## src/hw/rtl/fixed_point_arith_unit_defines.svh

```systemverilog
// Assertion macros for the fixed-point arithmetic unit.
// Uses clk and rst_n of the including module; no other dependencies.
`ifndef FIXED_POINT_ARITH_UNIT_DEFINES_SVH
`define FIXED_POINT_ARITH_UNIT_DEFINES_SVH
`ifndef SYNTHESIS
`define FPAU_ASSERT(lbl, prop, msg) \
    lbl: assert property (@(posedge clk) disable iff (!rst_n) prop) else $error(msg);
`define FPAU_ASSERT_RST(lbl, prop, msg) \
    lbl: assert property (@(posedge clk) prop) else $error(msg);
`else
`define FPAU_ASSERT(lbl, prop, msg)
`define FPAU_ASSERT_RST(lbl, prop, msg)
`endif
`endif

```

## src/hw/rtl/fpau_pkg.sv

```systemverilog
// Shared types, codes and helpers for the fixed-point arithmetic unit.
// No dependencies.
package fpau_pkg;

    localparam int FRAC_BITS_DEF = 16;

    localparam logic [15:0] TOL_RST   = 16'd6;
    localparam logic [7:0]  STEPS_RST = 8'd64;

    // exact floor(x/3) for any 32-bit x: (x * RECIP3) >> 33
    localparam logic [31:0] RECIP3 = 32'hAAAA_AAAB;

    localparam logic CFG_TOL   = 1'b0;
    localparam logic CFG_STEPS = 1'b1;

    localparam logic [1:0] ST_OK      = 2'd0;
    localparam logic [1:0] ST_DIVZERO = 2'd1;
    localparam logic [1:0] ST_LIMIT   = 2'd2;

    typedef enum logic [2:0] {
        FN_MUL   = 3'd0,
        FN_DIV   = 3'd1,
        FN_FLOAT = 3'd2,
        FN_SQRT  = 3'd3,
        FN_CBRT  = 3'd4
    } func_t;

    typedef enum logic [3:0] {
        S_IDLE,
        S_MUL,
        S_MUL_FIN,
        S_FLOAT,
        S_DIV,
        S_DIV_WAIT,
        S_ROOT_DEN,
        S_ROOT_SQ,
        S_ROOT_DIV,
        S_ROOT_DWAIT,
        S_ROOT_DIFF,
        S_ROOT_THIRD,
        S_ROOT_UPD,
        S_DONE
    } state_t;

    typedef struct packed {
        logic [15:0] tol;
        logic [7:0]  max_steps;
    } cfg_t;

    typedef struct packed {
        logic [31:0] result;
        logic [1:0]  status;
    } res_t;

    function automatic logic [31:0] mag32(input logic [31:0] v);
        mag32 = v[31] ? (32'd0 - v) : v;
    endfunction

endpackage

```

## src/hw/rtl/fpau_mul.sv

```systemverilog
// Shared 32x32 unsigned multiplier with registered product.
// Depends on nothing.
module fpau_mul (
    input  logic        clk,
    input  logic        start,
    input  logic [31:0] op_a,
    input  logic [31:0] op_b,
    output logic [63:0] prod
);

    logic [63:0] prod_reg;

    always_ff @(posedge clk)
    begin
        if (start)
        begin
            prod_reg <= 64'(op_a) * 64'(op_b);
        end
    end

    assign prod = prod_reg;

endmodule

```

## src/hw/rtl/fpau_div.sv

```systemverilog
// Bit-serial restoring divider: (c << FRAC_BITS) / d, one quotient bit per cycle.
// Depends on nothing; d must be nonzero.
module fpau_div #(
    parameter int FRAC_BITS = 16
) (
    input  logic        clk,
    input  logic        rst_n,
    input  logic        start,
    input  logic [31:0] c,
    input  logic [31:0] d,
    output logic        done,
    output logic [31:0] quo
);

    localparam int W  = 32 + FRAC_BITS;
    localparam int CW = $clog2(W + 1);

    logic [CW-1:0] cnt_reg, cnt_next;
    logic          done_reg, done_next;
    logic [31:0]   rem_reg, rem_next;
    logic [W-1:0]  sh_reg, sh_next;
    logic [31:0]   d_reg;
    logic [32:0]   rem_sh;
    logic          ge;

    assign rem_sh = {rem_reg, sh_reg[W-1]};
    assign ge     = rem_sh >= {1'b0, d_reg};

    always_comb
    begin
        cnt_next  = cnt_reg;
        done_next = 1'b0;
        rem_next  = rem_reg;
        sh_next   = sh_reg;
        if (start)
        begin
            cnt_next = CW'(W);
            rem_next = 32'd0;
            sh_next  = {c, {FRAC_BITS{1'b0}}};
        end
        else if (cnt_reg != '0)
        begin
            cnt_next  = cnt_reg - 1'b1;
            done_next = (cnt_reg == CW'(1));
            rem_next  = ge ? 32'(rem_sh - {1'b0, d_reg}) : rem_sh[31:0];
            sh_next   = {sh_reg[W-2:0], ge};
        end
    end

    always_ff @(posedge clk or negedge rst_n)
    begin
        if (!rst_n)
        begin
            cnt_reg  <= '0;
            done_reg <= 1'b0;
        end
        else
        begin
            cnt_reg  <= cnt_next;
            done_reg <= done_next;
        end
    end

    always_ff @(posedge clk)
    begin
        rem_reg <= rem_next;
        sh_reg  <= sh_next;
        if (start)
        begin
            d_reg <= d;
        end
    end

    assign done = done_reg;
    assign quo  = sh_reg[31:0];

endmodule

```

## src/hw/rtl/fpau_ctrl.sv

```systemverilog
// Sequencer and datapath registers; drives the shared multiplier and divider.
// Depends on fpau_pkg, fpau_mul, fpau_div.
module fpau_ctrl #(
    parameter int FRAC_BITS = fpau_pkg::FRAC_BITS_DEF
) (
    input  logic            clk,
    input  logic            rst_n,
    input  logic            in_valid,
    output logic            in_ready,
    input  logic [2:0]      in_func,
    input  logic [31:0]     in_a,
    input  logic [31:0]     in_b,
    input  fpau_pkg::cfg_t  cfg,
    input  logic            out_take,
    output logic            out_valid,
    output fpau_pkg::res_t  out_res
);

    localparam int SH_BIAS = 150 - FRAC_BITS;
    localparam logic [31:0] T_INIT = 32'(2) << FRAC_BITS;

    fpau_pkg::state_t state_reg, state_next;
    fpau_pkg::func_t  func_reg, func_next;

    logic [31:0] a_reg, a_next;
    logic [31:0] b_reg, b_next;
    logic [31:0] t_reg, t_next;
    logic [31:0] den_reg, den_next;
    logic [31:0] diff_reg, diff_next;
    logic [31:0] smag_reg, smag_next;
    logic [7:0]  n_reg, n_next;
    logic [31:0] res_reg, res_next;
    logic [1:0]  st_reg, st_next;
    logic        sign_reg, sign_next;

    logic        mul_start, div_start, div_done;
    logic [31:0] mul_a, mul_b, div_c, div_d, div_quo;
    logic [63:0] prod;

    logic [31:0] prod_fx, quo_s, dt, t_upd, float_val;
    logic        is_cube, stop_tol, stop_lim;
    logic [8:0]  limit;
    logic [9:0]  fsh, fnsh;
    logic [31:0] man;

    fpau_mul u_mul (
        .clk   (clk),
        .start (mul_start),
        .op_a  (mul_a),
        .op_b  (mul_b),
        .prod  (prod)
    );

    fpau_div #(.FRAC_BITS(FRAC_BITS)) u_div (
        .clk   (clk),
        .rst_n (rst_n),
        .start (div_start),
        .c     (div_c),
        .d     (div_d),
        .done  (div_done),
        .quo   (div_quo)
    );

    assign prod_fx  = prod[FRAC_BITS+31:FRAC_BITS];
    assign quo_s    = sign_reg ? (32'd0 - div_quo) : div_quo;
    assign is_cube  = (func_reg == fpau_pkg::FN_CBRT);
    assign dt       = diff_reg[31] ? (32'd0 - smag_reg) : smag_reg;
    assign t_upd    = t_reg + dt;
    assign limit    = (cfg.max_steps == 8'd0) ? 9'd1 : {1'b0, cfg.max_steps};
    assign stop_tol = smag_reg <= {16'd0, cfg.tol};
    assign stop_lim = ({1'b0, n_reg} + 9'd1) >= limit;

    // float: shift = exponent - 127 + FRAC_BITS - 23
    assign fsh  = {2'b00, a_reg[30:23]} - 10'(SH_BIAS);
    assign fnsh = 10'd0 - fsh;
    assign man  = {8'd0, 1'b1, a_reg[22:0]};

    always_comb
    begin
        logic [31:0] mag;
        mag = 32'd0;
        if (a_reg[30:0] != 31'd0)
        begin
            if (!fsh[9])
            begin
                mag = (fsh < 10'd32) ? (man << fsh[4:0]) : 32'd0;
            end
            else
            begin
                mag = (fnsh < 10'd32) ? (man >> fnsh[4:0]) : 32'd0;
            end
        end
        float_val = a_reg[31] ? (32'd0 - mag) : mag;
    end

    // next state
    always_comb
    begin
        state_next = state_reg;
        case (state_reg)
            fpau_pkg::S_IDLE:
            begin
                if (in_valid)
                begin
                    case (fpau_pkg::func_t'(in_func))
                        fpau_pkg::FN_MUL:   state_next = fpau_pkg::S_MUL;
                        fpau_pkg::FN_DIV:   state_next = fpau_pkg::S_DIV;
                        fpau_pkg::FN_FLOAT: state_next = fpau_pkg::S_FLOAT;
                        fpau_pkg::FN_SQRT:  state_next = fpau_pkg::S_ROOT_DEN;
                        fpau_pkg::FN_CBRT:  state_next = fpau_pkg::S_ROOT_DEN;
                        default:            state_next = fpau_pkg::S_DONE;
                    endcase
                end
            end
            fpau_pkg::S_MUL:     state_next = fpau_pkg::S_MUL_FIN;
            fpau_pkg::S_MUL_FIN: state_next = fpau_pkg::S_DONE;
            fpau_pkg::S_FLOAT:   state_next = fpau_pkg::S_DONE;
            fpau_pkg::S_DIV:
            begin
                state_next = (b_reg == 32'd0) ? fpau_pkg::S_DONE : fpau_pkg::S_DIV_WAIT;
            end
            fpau_pkg::S_DIV_WAIT:
            begin
                if (div_done)
                begin
                    state_next = fpau_pkg::S_DONE;
                end
            end
            fpau_pkg::S_ROOT_DEN:
            begin
                state_next = is_cube ? fpau_pkg::S_ROOT_SQ : fpau_pkg::S_ROOT_DIV;
            end
            fpau_pkg::S_ROOT_SQ: state_next = fpau_pkg::S_ROOT_DIV;
            fpau_pkg::S_ROOT_DIV:
            begin
                state_next = (den_reg == 32'd0) ? fpau_pkg::S_DONE
                                                : fpau_pkg::S_ROOT_DWAIT;
            end
            fpau_pkg::S_ROOT_DWAIT:
            begin
                if (div_done)
                begin
                    state_next = fpau_pkg::S_ROOT_DIFF;
                end
            end
            fpau_pkg::S_ROOT_DIFF:
            begin
                state_next = is_cube ? fpau_pkg::S_ROOT_THIRD : fpau_pkg::S_ROOT_UPD;
            end
            fpau_pkg::S_ROOT_THIRD: state_next = fpau_pkg::S_ROOT_UPD;
            fpau_pkg::S_ROOT_UPD:
            begin
                state_next = (stop_tol || stop_lim) ? fpau_pkg::S_DONE
                                                    : fpau_pkg::S_ROOT_DEN;
            end
            fpau_pkg::S_DONE:
            begin
                if (out_take)
                begin
                    state_next = fpau_pkg::S_IDLE;
                end
            end
            default: state_next = fpau_pkg::S_IDLE;
        endcase
    end

    // unit controls
    always_comb
    begin
        mul_start = 1'b0;
        mul_a     = fpau_pkg::mag32(a_reg);
        mul_b     = fpau_pkg::mag32(b_reg);
        div_start = 1'b0;
        div_c     = fpau_pkg::mag32(a_reg);
        div_d     = fpau_pkg::mag32(b_reg);
        case (state_reg)
            fpau_pkg::S_MUL:
            begin
                mul_start = 1'b1;
            end
            fpau_pkg::S_DIV:
            begin
                div_start = (b_reg != 32'd0);
            end
            fpau_pkg::S_ROOT_DEN:
            begin
                mul_start = is_cube;
                mul_a     = fpau_pkg::mag32(t_reg);
                mul_b     = fpau_pkg::mag32(t_reg);
            end
            fpau_pkg::S_ROOT_DIV:
            begin
                div_start = (den_reg != 32'd0);
                div_d     = fpau_pkg::mag32(den_reg);
            end
            fpau_pkg::S_ROOT_DIFF:
            begin
                mul_start = is_cube;
                mul_a     = fpau_pkg::mag32(diff_reg);
                mul_b     = fpau_pkg::RECIP3;
            end
            default:
            begin
                mul_start = 1'b0;
            end
        endcase
    end

    // datapath
    always_comb
    begin
        func_next = func_reg;
        a_next    = a_reg;
        b_next    = b_reg;
        t_next    = t_reg;
        den_next  = den_reg;
        diff_next = diff_reg;
        smag_next = smag_reg;
        n_next    = n_reg;
        res_next  = res_reg;
        st_next   = st_reg;
        sign_next = sign_reg;
        case (state_reg)
            fpau_pkg::S_IDLE:
            begin
                if (in_valid)
                begin
                    func_next = fpau_pkg::func_t'(in_func);
                    a_next    = in_a;
                    b_next    = in_b;
                    t_next    = T_INIT;
                    n_next    = 8'd0;
                    res_next  = 32'd0;
                    st_next   = fpau_pkg::ST_OK;
                    sign_next = in_a[31] ^ in_b[31];
                end
            end
            fpau_pkg::S_MUL_FIN:
            begin
                res_next = sign_reg ? (32'd0 - prod_fx) : prod_fx;
            end
            fpau_pkg::S_FLOAT:
            begin
                res_next = float_val;
            end
            fpau_pkg::S_DIV:
            begin
                if (b_reg == 32'd0)
                begin
                    st_next = fpau_pkg::ST_DIVZERO;
                end
            end
            fpau_pkg::S_DIV_WAIT:
            begin
                res_next = quo_s;
            end
            fpau_pkg::S_ROOT_DEN:
            begin
                den_next = t_reg;
            end
            fpau_pkg::S_ROOT_SQ:
            begin
                den_next = prod_fx;
            end
            fpau_pkg::S_ROOT_DIV:
            begin
                sign_next = a_reg[31] ^ den_reg[31];
                if (den_reg == 32'd0)
                begin
                    res_next = 32'd0;
                    st_next  = fpau_pkg::ST_DIVZERO;
                end
            end
            fpau_pkg::S_ROOT_DWAIT:
            begin
                diff_next = quo_s - t_reg;
            end
            fpau_pkg::S_ROOT_DIFF:
            begin
                smag_next = fpau_pkg::mag32(diff_reg) >> 1;
            end
            fpau_pkg::S_ROOT_THIRD:
            begin
                smag_next = {1'b0, prod[63:33]};
            end
            fpau_pkg::S_ROOT_UPD:
            begin
                t_next   = t_upd;
                n_next   = n_reg + 8'd1;
                res_next = t_upd;
                if (!stop_tol && stop_lim)
                begin
                    st_next = fpau_pkg::ST_LIMIT;
                end
            end
            default:
            begin
                res_next = res_reg;
            end
        endcase
    end

    always_ff @(posedge clk or negedge rst_n)
    begin
        if (!rst_n)
        begin
            state_reg <= fpau_pkg::S_IDLE;
        end
        else
        begin
            state_reg <= state_next;
        end
    end

    always_ff @(posedge clk)
    begin
        func_reg <= func_next;
        a_reg    <= a_next;
        b_reg    <= b_next;
        t_reg    <= t_next;
        den_reg  <= den_next;
        diff_reg <= diff_next;
        smag_reg <= smag_next;
        n_reg    <= n_next;
        res_reg  <= res_next;
        st_reg   <= st_next;
        sign_reg <= sign_next;
    end

    assign in_ready       = (state_reg == fpau_pkg::S_IDLE);
    assign out_valid      = (state_reg == fpau_pkg::S_DONE);
    assign out_res.result = res_reg;
    assign out_res.status = st_reg;

endmodule

```

## src/hw/rtl/fixed_point_arith_unit.sv

```systemverilog
// Signed fixed-point arithmetic unit: multiply, divide, float conversion, roots.
// Top level; depends on fpau_pkg, fpau_ctrl and fixed_point_arith_unit_defines.svh.
//
// Usage:
//  - Slave stream (s_*) takes one operation per transfer; master stream (m_*)
//    returns exactly one result per operation, in order.
//  - Config channel (cfg_*) writes newton_tolerance (index 0) and
//    newton_max_steps (index 1); always ready, write only while idle.
//  - One operation at a time: s_tready is low from acceptance until the
//    result moves into the output register.
//  - Sequencing: multiply runs S_MUL then S_MUL_FIN, float runs S_FLOAT,
//    other codes go straight to S_DONE, divide waits on the serial divider,
//    and each Newton step runs one division, plus a squaring and a divide
//    by three for cube root; the 32+FRAC_BITS step divider sets step cost.
//  - Output register: a finished result waits in m_* while the next operation
//    is accepted and computed; a stalled receiver only holds up the sequencer
//    once it has the following result ready.
//  - Reset clears the sequencer, output valid and loads config defaults
//    (tolerance 6, max steps 64).
`include "fixed_point_arith_unit_defines.svh"
module fixed_point_arith_unit #(
    parameter int FRAC_BITS = fpau_pkg::FRAC_BITS_DEF
) (
    input  logic        clk,
    input  logic        rst_n,
    input  logic        s_tvalid,
    output logic        s_tready,
    input  logic [71:0] s_tdata,   // [2:0] func, [34:3] operand_a, [66:35] operand_b, zero pad
    output logic        m_tvalid,
    input  logic        m_tready,
    output logic [39:0] m_tdata,   // [31:0] result, [33:32] status, zero pad
    input  logic        cfg_valid,
    output logic        cfg_ready,
    input  logic        cfg_index,
    input  logic [15:0] cfg_data
);

    fpau_pkg::cfg_t cfg_reg, cfg_next;
    fpau_pkg::res_t res_c;
    fpau_pkg::res_t m_res_reg;
    logic           m_valid_reg, m_valid_next;
    logic           c_ready, c_valid, take;

    // config registers
    always_comb
    begin
        cfg_next = cfg_reg;
        if (cfg_valid)
        begin
            case (cfg_index)
                fpau_pkg::CFG_TOL:   cfg_next.tol       = cfg_data;
                fpau_pkg::CFG_STEPS: cfg_next.max_steps = cfg_data[7:0];
                default:             cfg_next = cfg_reg;
            endcase
        end
    end

    fpau_ctrl #(.FRAC_BITS(FRAC_BITS)) u_ctrl (
        .clk       (clk),
        .rst_n     (rst_n),
        .in_valid  (s_tvalid),
        .in_ready  (c_ready),
        .in_func   (s_tdata[2:0]),
        .in_a      (s_tdata[34:3]),
        .in_b      (s_tdata[66:35]),
        .cfg       (cfg_reg),
        .out_take  (take),
        .out_valid (c_valid),
        .out_res   (res_c)
    );

    // result moves to the output register when it is empty or being drained
    assign take         = c_valid && (!m_valid_reg || m_tready);
    assign m_valid_next = take || (m_valid_reg && !m_tready);

    always_ff @(posedge clk or negedge rst_n)
    begin
        if (!rst_n)
        begin
            cfg_reg.tol       <= fpau_pkg::TOL_RST;
            cfg_reg.max_steps <= fpau_pkg::STEPS_RST;
            m_valid_reg       <= 1'b0;
        end
        else
        begin
            cfg_reg     <= cfg_next;
            m_valid_reg <= m_valid_next;
        end
    end

    always_ff @(posedge clk)
    begin
        if (take)
        begin
            m_res_reg <= res_c;
        end
    end

    assign s_tready  = c_ready;
    assign cfg_ready = 1'b1;
    assign m_tvalid  = m_valid_reg;
    assign m_tdata   = {6'd0, m_res_reg.status, m_res_reg.result};

    `FPAU_ASSERT(a_one_at_a_time, s_tvalid && s_tready |=> !s_tready, "accepted while busy")
    `FPAU_ASSERT(a_dz_zero, m_tvalid && m_tdata[33:32] == fpau_pkg::ST_DIVZERO |-> m_tdata[31:0] == 32'd0, "div-by-zero result not zero")
    `FPAU_ASSERT(a_status_code, m_tvalid |-> m_tdata[33:32] != 2'd3, "bad status code")
    `FPAU_ASSERT_RST(a_rst_idle, !rst_n |=> !m_tvalid, "output valid after reset")

endmodule
```

## config.mk

```make
export PLATFORM = sky130hd
export DESIGN_NAME = fixed_point_arith_unit
export DESIGN_NICKNAME = d
export VERILOG_FILES = /design/src/hw/rtl/fpau_pkg.sv /design/src/hw/rtl/fpau_mul.sv /design/src/hw/rtl/fpau_div.sv /design/src/hw/rtl/fpau_ctrl.sv /design/src/hw/rtl/fixed_point_arith_unit.sv
export VERILOG_INCLUDE_DIRS = /design/src /design/src/hw/rtl
export SDC_FILE = /design/constraint.sdc
export NUM_CORES = 2
export LEC_CHECK = 0
export BUFFER_PORTS_ARGS = -buffer_cell sky130_fd_sc_hd__buf_2
export CAP_MARGIN = 20
export CORE_MARGIN = 5
export CORE_UTILIZATION = 35
export CTS_CLUSTER_DIAMETER = 100
export CTS_CLUSTER_SIZE = 25
export DETAILED_ROUTE_END_ITERATION = 7
export PLACE_DENSITY = 0.49
export SYNTH_ARGS = -nofsm -noshare
export SYNTH_HDL_FRONTEND = slang
export SYNTH_SLANG_ARGS = --single-unit
```

## constraint.sdc

```tcl
create_clock -name clk -period 23.8 [get_ports clk]
set_input_delay 2.38 -clock clk [delete_from_list [all_inputs] [get_ports clk]]
set_output_delay 2.38 -clock clk [all_outputs]
set_load 0.01 [all_outputs]
```

==> flow_metrics.tcl <==
set metrics [dict create \
    hold_depth 0 \
    ys_ff_latch 467 \
    period_needed_ns 12.85 \
    grt_pass1_vias 52800 \
    synth_edf_count 383 \
    cts-root-buf "clkbuf_16" \
    die_w_um 440 \
    setup_viol_count_final 0 \
    critPathLaunchType "flip-flop" \
    drv_cap 0 \
    timing.rr.start "u_ctrl.t_reg[4]$_SDFFCE_PN0P_" \
    synth.avg_cell_area_um2 9.09 \
    grt_pass1_wl_um 359000 \
    start_util_pct 35.3 \
    fmax_mhz 77.8 \
    fillers 18700 \
    die_h_um 440 \
    clk_latency_ns 0.70 \
    critPathMaxStageDelay_ns 0.91 \
    htree_levels 1 \
    worst-path-max-fanout 13 \
    post-place-ws_ns 11.07 \
    rsz0062_at_grt "no" \
    io-pin-count 137 \
    setup_slack_ns 10.95 \
    final_common_cell "inv_1" \
    nNetsFinal 8474 \
    drtIter0Drc 4638 \
    place.gp.congestion 0.947 \
    netlist_area_mm2 0.0647 \
    slew_viol_final 0 \
    syn_inst 7120 \
    synthArstFlopShare_pct 7.71 \
    routed_wl_um 245000 \
    antenna_found_initial 15 \
    max_slew.worst_pin.slew_ns 1.29 \
    grt_util_met1_pct 33.4 \
    slew_headroom_pct 13.4 \
    ctsResizeCount 0 \
    ys_seq_area_share_pct 20.7 \
    clock_skew_ns 0.0766 \
    hold_class "reg -> reg" \
    worstRegToRegCells 34 \
    cts_sinks 467 \
    synthToLayoutAreaGrowth_pct 7.72 \
    regArea_mm2 0.0134 \
    cp_common_cell "fa_1" \
    path_buf_inv 3 \
    post_cts_buffers 0 \
    grt_util_all_layers_pct 25.0 \
    hold_path_end "m_tdata[29]$_DFFE_PP_" \
    cp_top_family "compound AO/OA/AOI/OAI gates" \
    min_from "u_ctrl.res_reg[29]$_DFFE_PP_" \
    period_share_pct 54.0 \
    drt_pass1_iterations 6 \
    grt_max_degree 81 \
    status "completed" \
    overflow 0 \
    crit_path_end_kind "flip-flop" \
    met3_usage_pct 3.81 \
    core_area_mm2 0.183 \
    cts_tree "yes" \
    drive_gt1_share_pct 8.23 \
    vias 52500 \
    row_count 157 \
    cts_max_path_buffers 3 \
    cts_hold_buf 0 \
    crit_required_ns 24.24 \
    yosysWarnings 0 \
    path_class "reg -> reg" \
    drc_errors 0 \
    drt-wirelength-per-cell_um 25.6 \
    grtUsageMet2_pct 40.8 \
    fin_tns_setup_ns 0 \
    multi_input_area_mm2 0.0463 \
    clk_pin_slew_worst_paths_ns 0.10 \
    grt-busiest-layer "met2" \
    ant_nets 0 \
    synth_cell_types 106 \
    crit_arrival_ns 13.28 \
    port_buffers 124 \
    rr_endpoint "u_ctrl.u_mul.prod[55]$_DFFE_PP_" \
    crit_slowest_cell "a311oi_1" \
    mostFrequentLayoutCells "inv_1, fa_1, nor2_1" \
    finalHoldViolCount 0 \
    hpwl_um 191000 \
    r2r_slack_ns 10.95 \
    via_per_inst 5.48 \
    die_area_mm2 0.194 \
    cts_buffers 28 \
    ys.flop_type "edfxtp_1" \
]
[synth_stat cells (28+ instances only)]
master	n	area (um2)
a211oi_1	35	263
a21o_1	83	623
a21oi_1	279	1400
a31oi_1	28	175
and2_1	34	213
and3_1	30	188
buf_2	28	140
clkbuf_1	303	1140
dfrtp_1	33	826
dfxtp_1	48	961
edfxtp_1	383	11500
fa_1	898	18000
ha_1	397	4970
inv_1	1043	3920
mux2_2	68	766
mux2i_1	68	681
mux4_2	39	878
nand2_1	816	3060
nand2b_1	44	275
nand3_1	97	485
nand4_1	35	219
nor2_1	867	3250
nor2b_1	35	219
nor3_1	61	305
o21a_1	39	293
o21ai_0	306	1530
o22ai_1	30	188
o31ai_1	83	623
o41ai_1	40	350
or3_1	45	282
or4_1	28	210
xnor2_1	240	2100
xor2_1	151	1320
[how the worst max path moves through the flow]
| stage | end | start | cells past startpoint |
|---|---|---|---|
| after floorplan | u_ctrl.u_mul.prod[63]$_DFFE_PP_ | u_ctrl.a_reg[7]$_DFFE_PP_ | 32 |
| after global placement | u_ctrl.u_mul.prod[55]$_DFFE_PP_ | u_ctrl.a_reg[6]$_DFFE_PP_ | 31 |
| after detailed placement | u_ctrl.u_mul.prod[63]$_DFFE_PP_ | u_ctrl.a_reg[6]$_DFFE_PP_ | 31 |
| after CTS | u_ctrl.u_mul.prod[55]$_DFFE_PP_ | u_ctrl.a_reg[6]$_DFFE_PP_ | 31 |
| after global routing | u_ctrl.u_mul.prod[55]$_DFFE_PP_ | u_ctrl.t_reg[4]$_SDFFCE_PN0P_ | 34 |
| final | u_ctrl.u_mul.prod[55]$_DFFE_PP_ | u_ctrl.t_reg[4]$_SDFFCE_PN0P_ | 34 |
[through the flow]
| stage | util (%) | cell area, um2 | hold slack [ns] | cells |
|---|---|---|---|---|
| 2_1_floorplan | - | 64700 | 0.400 | 7125 |
| 3_3_place_gp | 37.4 | 68600 | 0.405 | 9513 |
| 3_5_place_dp | 37.4 | 68600 | 0.406 | 9514 |
| 4_1_cts | 37.9 | 69600 | 0.416 | 9566 |
| 5_1_grt | 38.0 | 69700 | 0.417 | 9572 |
| 6_report | 38.0 | 69700 | 0.417 | 9572 |
[cells by family (layout without fill, tap and decap cells)]
| kind of cell | after synthesis | after routing | synth area share [%] |
|---|---|---|---|
| AOI/OAI and AO/OA | 1162 | 1162 | 11.6 |
| xor gates and xnor gates | 396 | 396 | 5.44 |
| adders and majority gates | 1295 | 1295 | 35.5 |
| buffers and inverters | 1420 | 1402 | 8.43 |
| DFF | 467 | 467 | 20.7 |
| muxes | 176 | 176 | 3.61 |
| other | 2 | 8 | 0.0116 |
| and+or+nand+nor | 2202 | 2202 | 14.8 |
[cell type report]
class / instances / area share (%)
clock buffer: 38 / 1.08
tap: 2464 / 4.42
antenna: 1 / 0.00359
sequential: 467 / 19.2
multi-input combinational: 5238 / 66.4
timing repair buffer: 305 / 2.92
clock inverter: 14 / 0.350
inverter: 1045 / 5.63
[layer usage]
metal / part of all wire, % / vias up
li1: - / 23200
met1: 41 / 26700
met2: 46 / 2041
met3: 7.6 / 447
met4: 4.9 / 4
met5: 0.011 / -
Power is left out: the tool's default activity adds up to more than one toggle a clock period on the data nets, which glitch-free logic cannot reach.
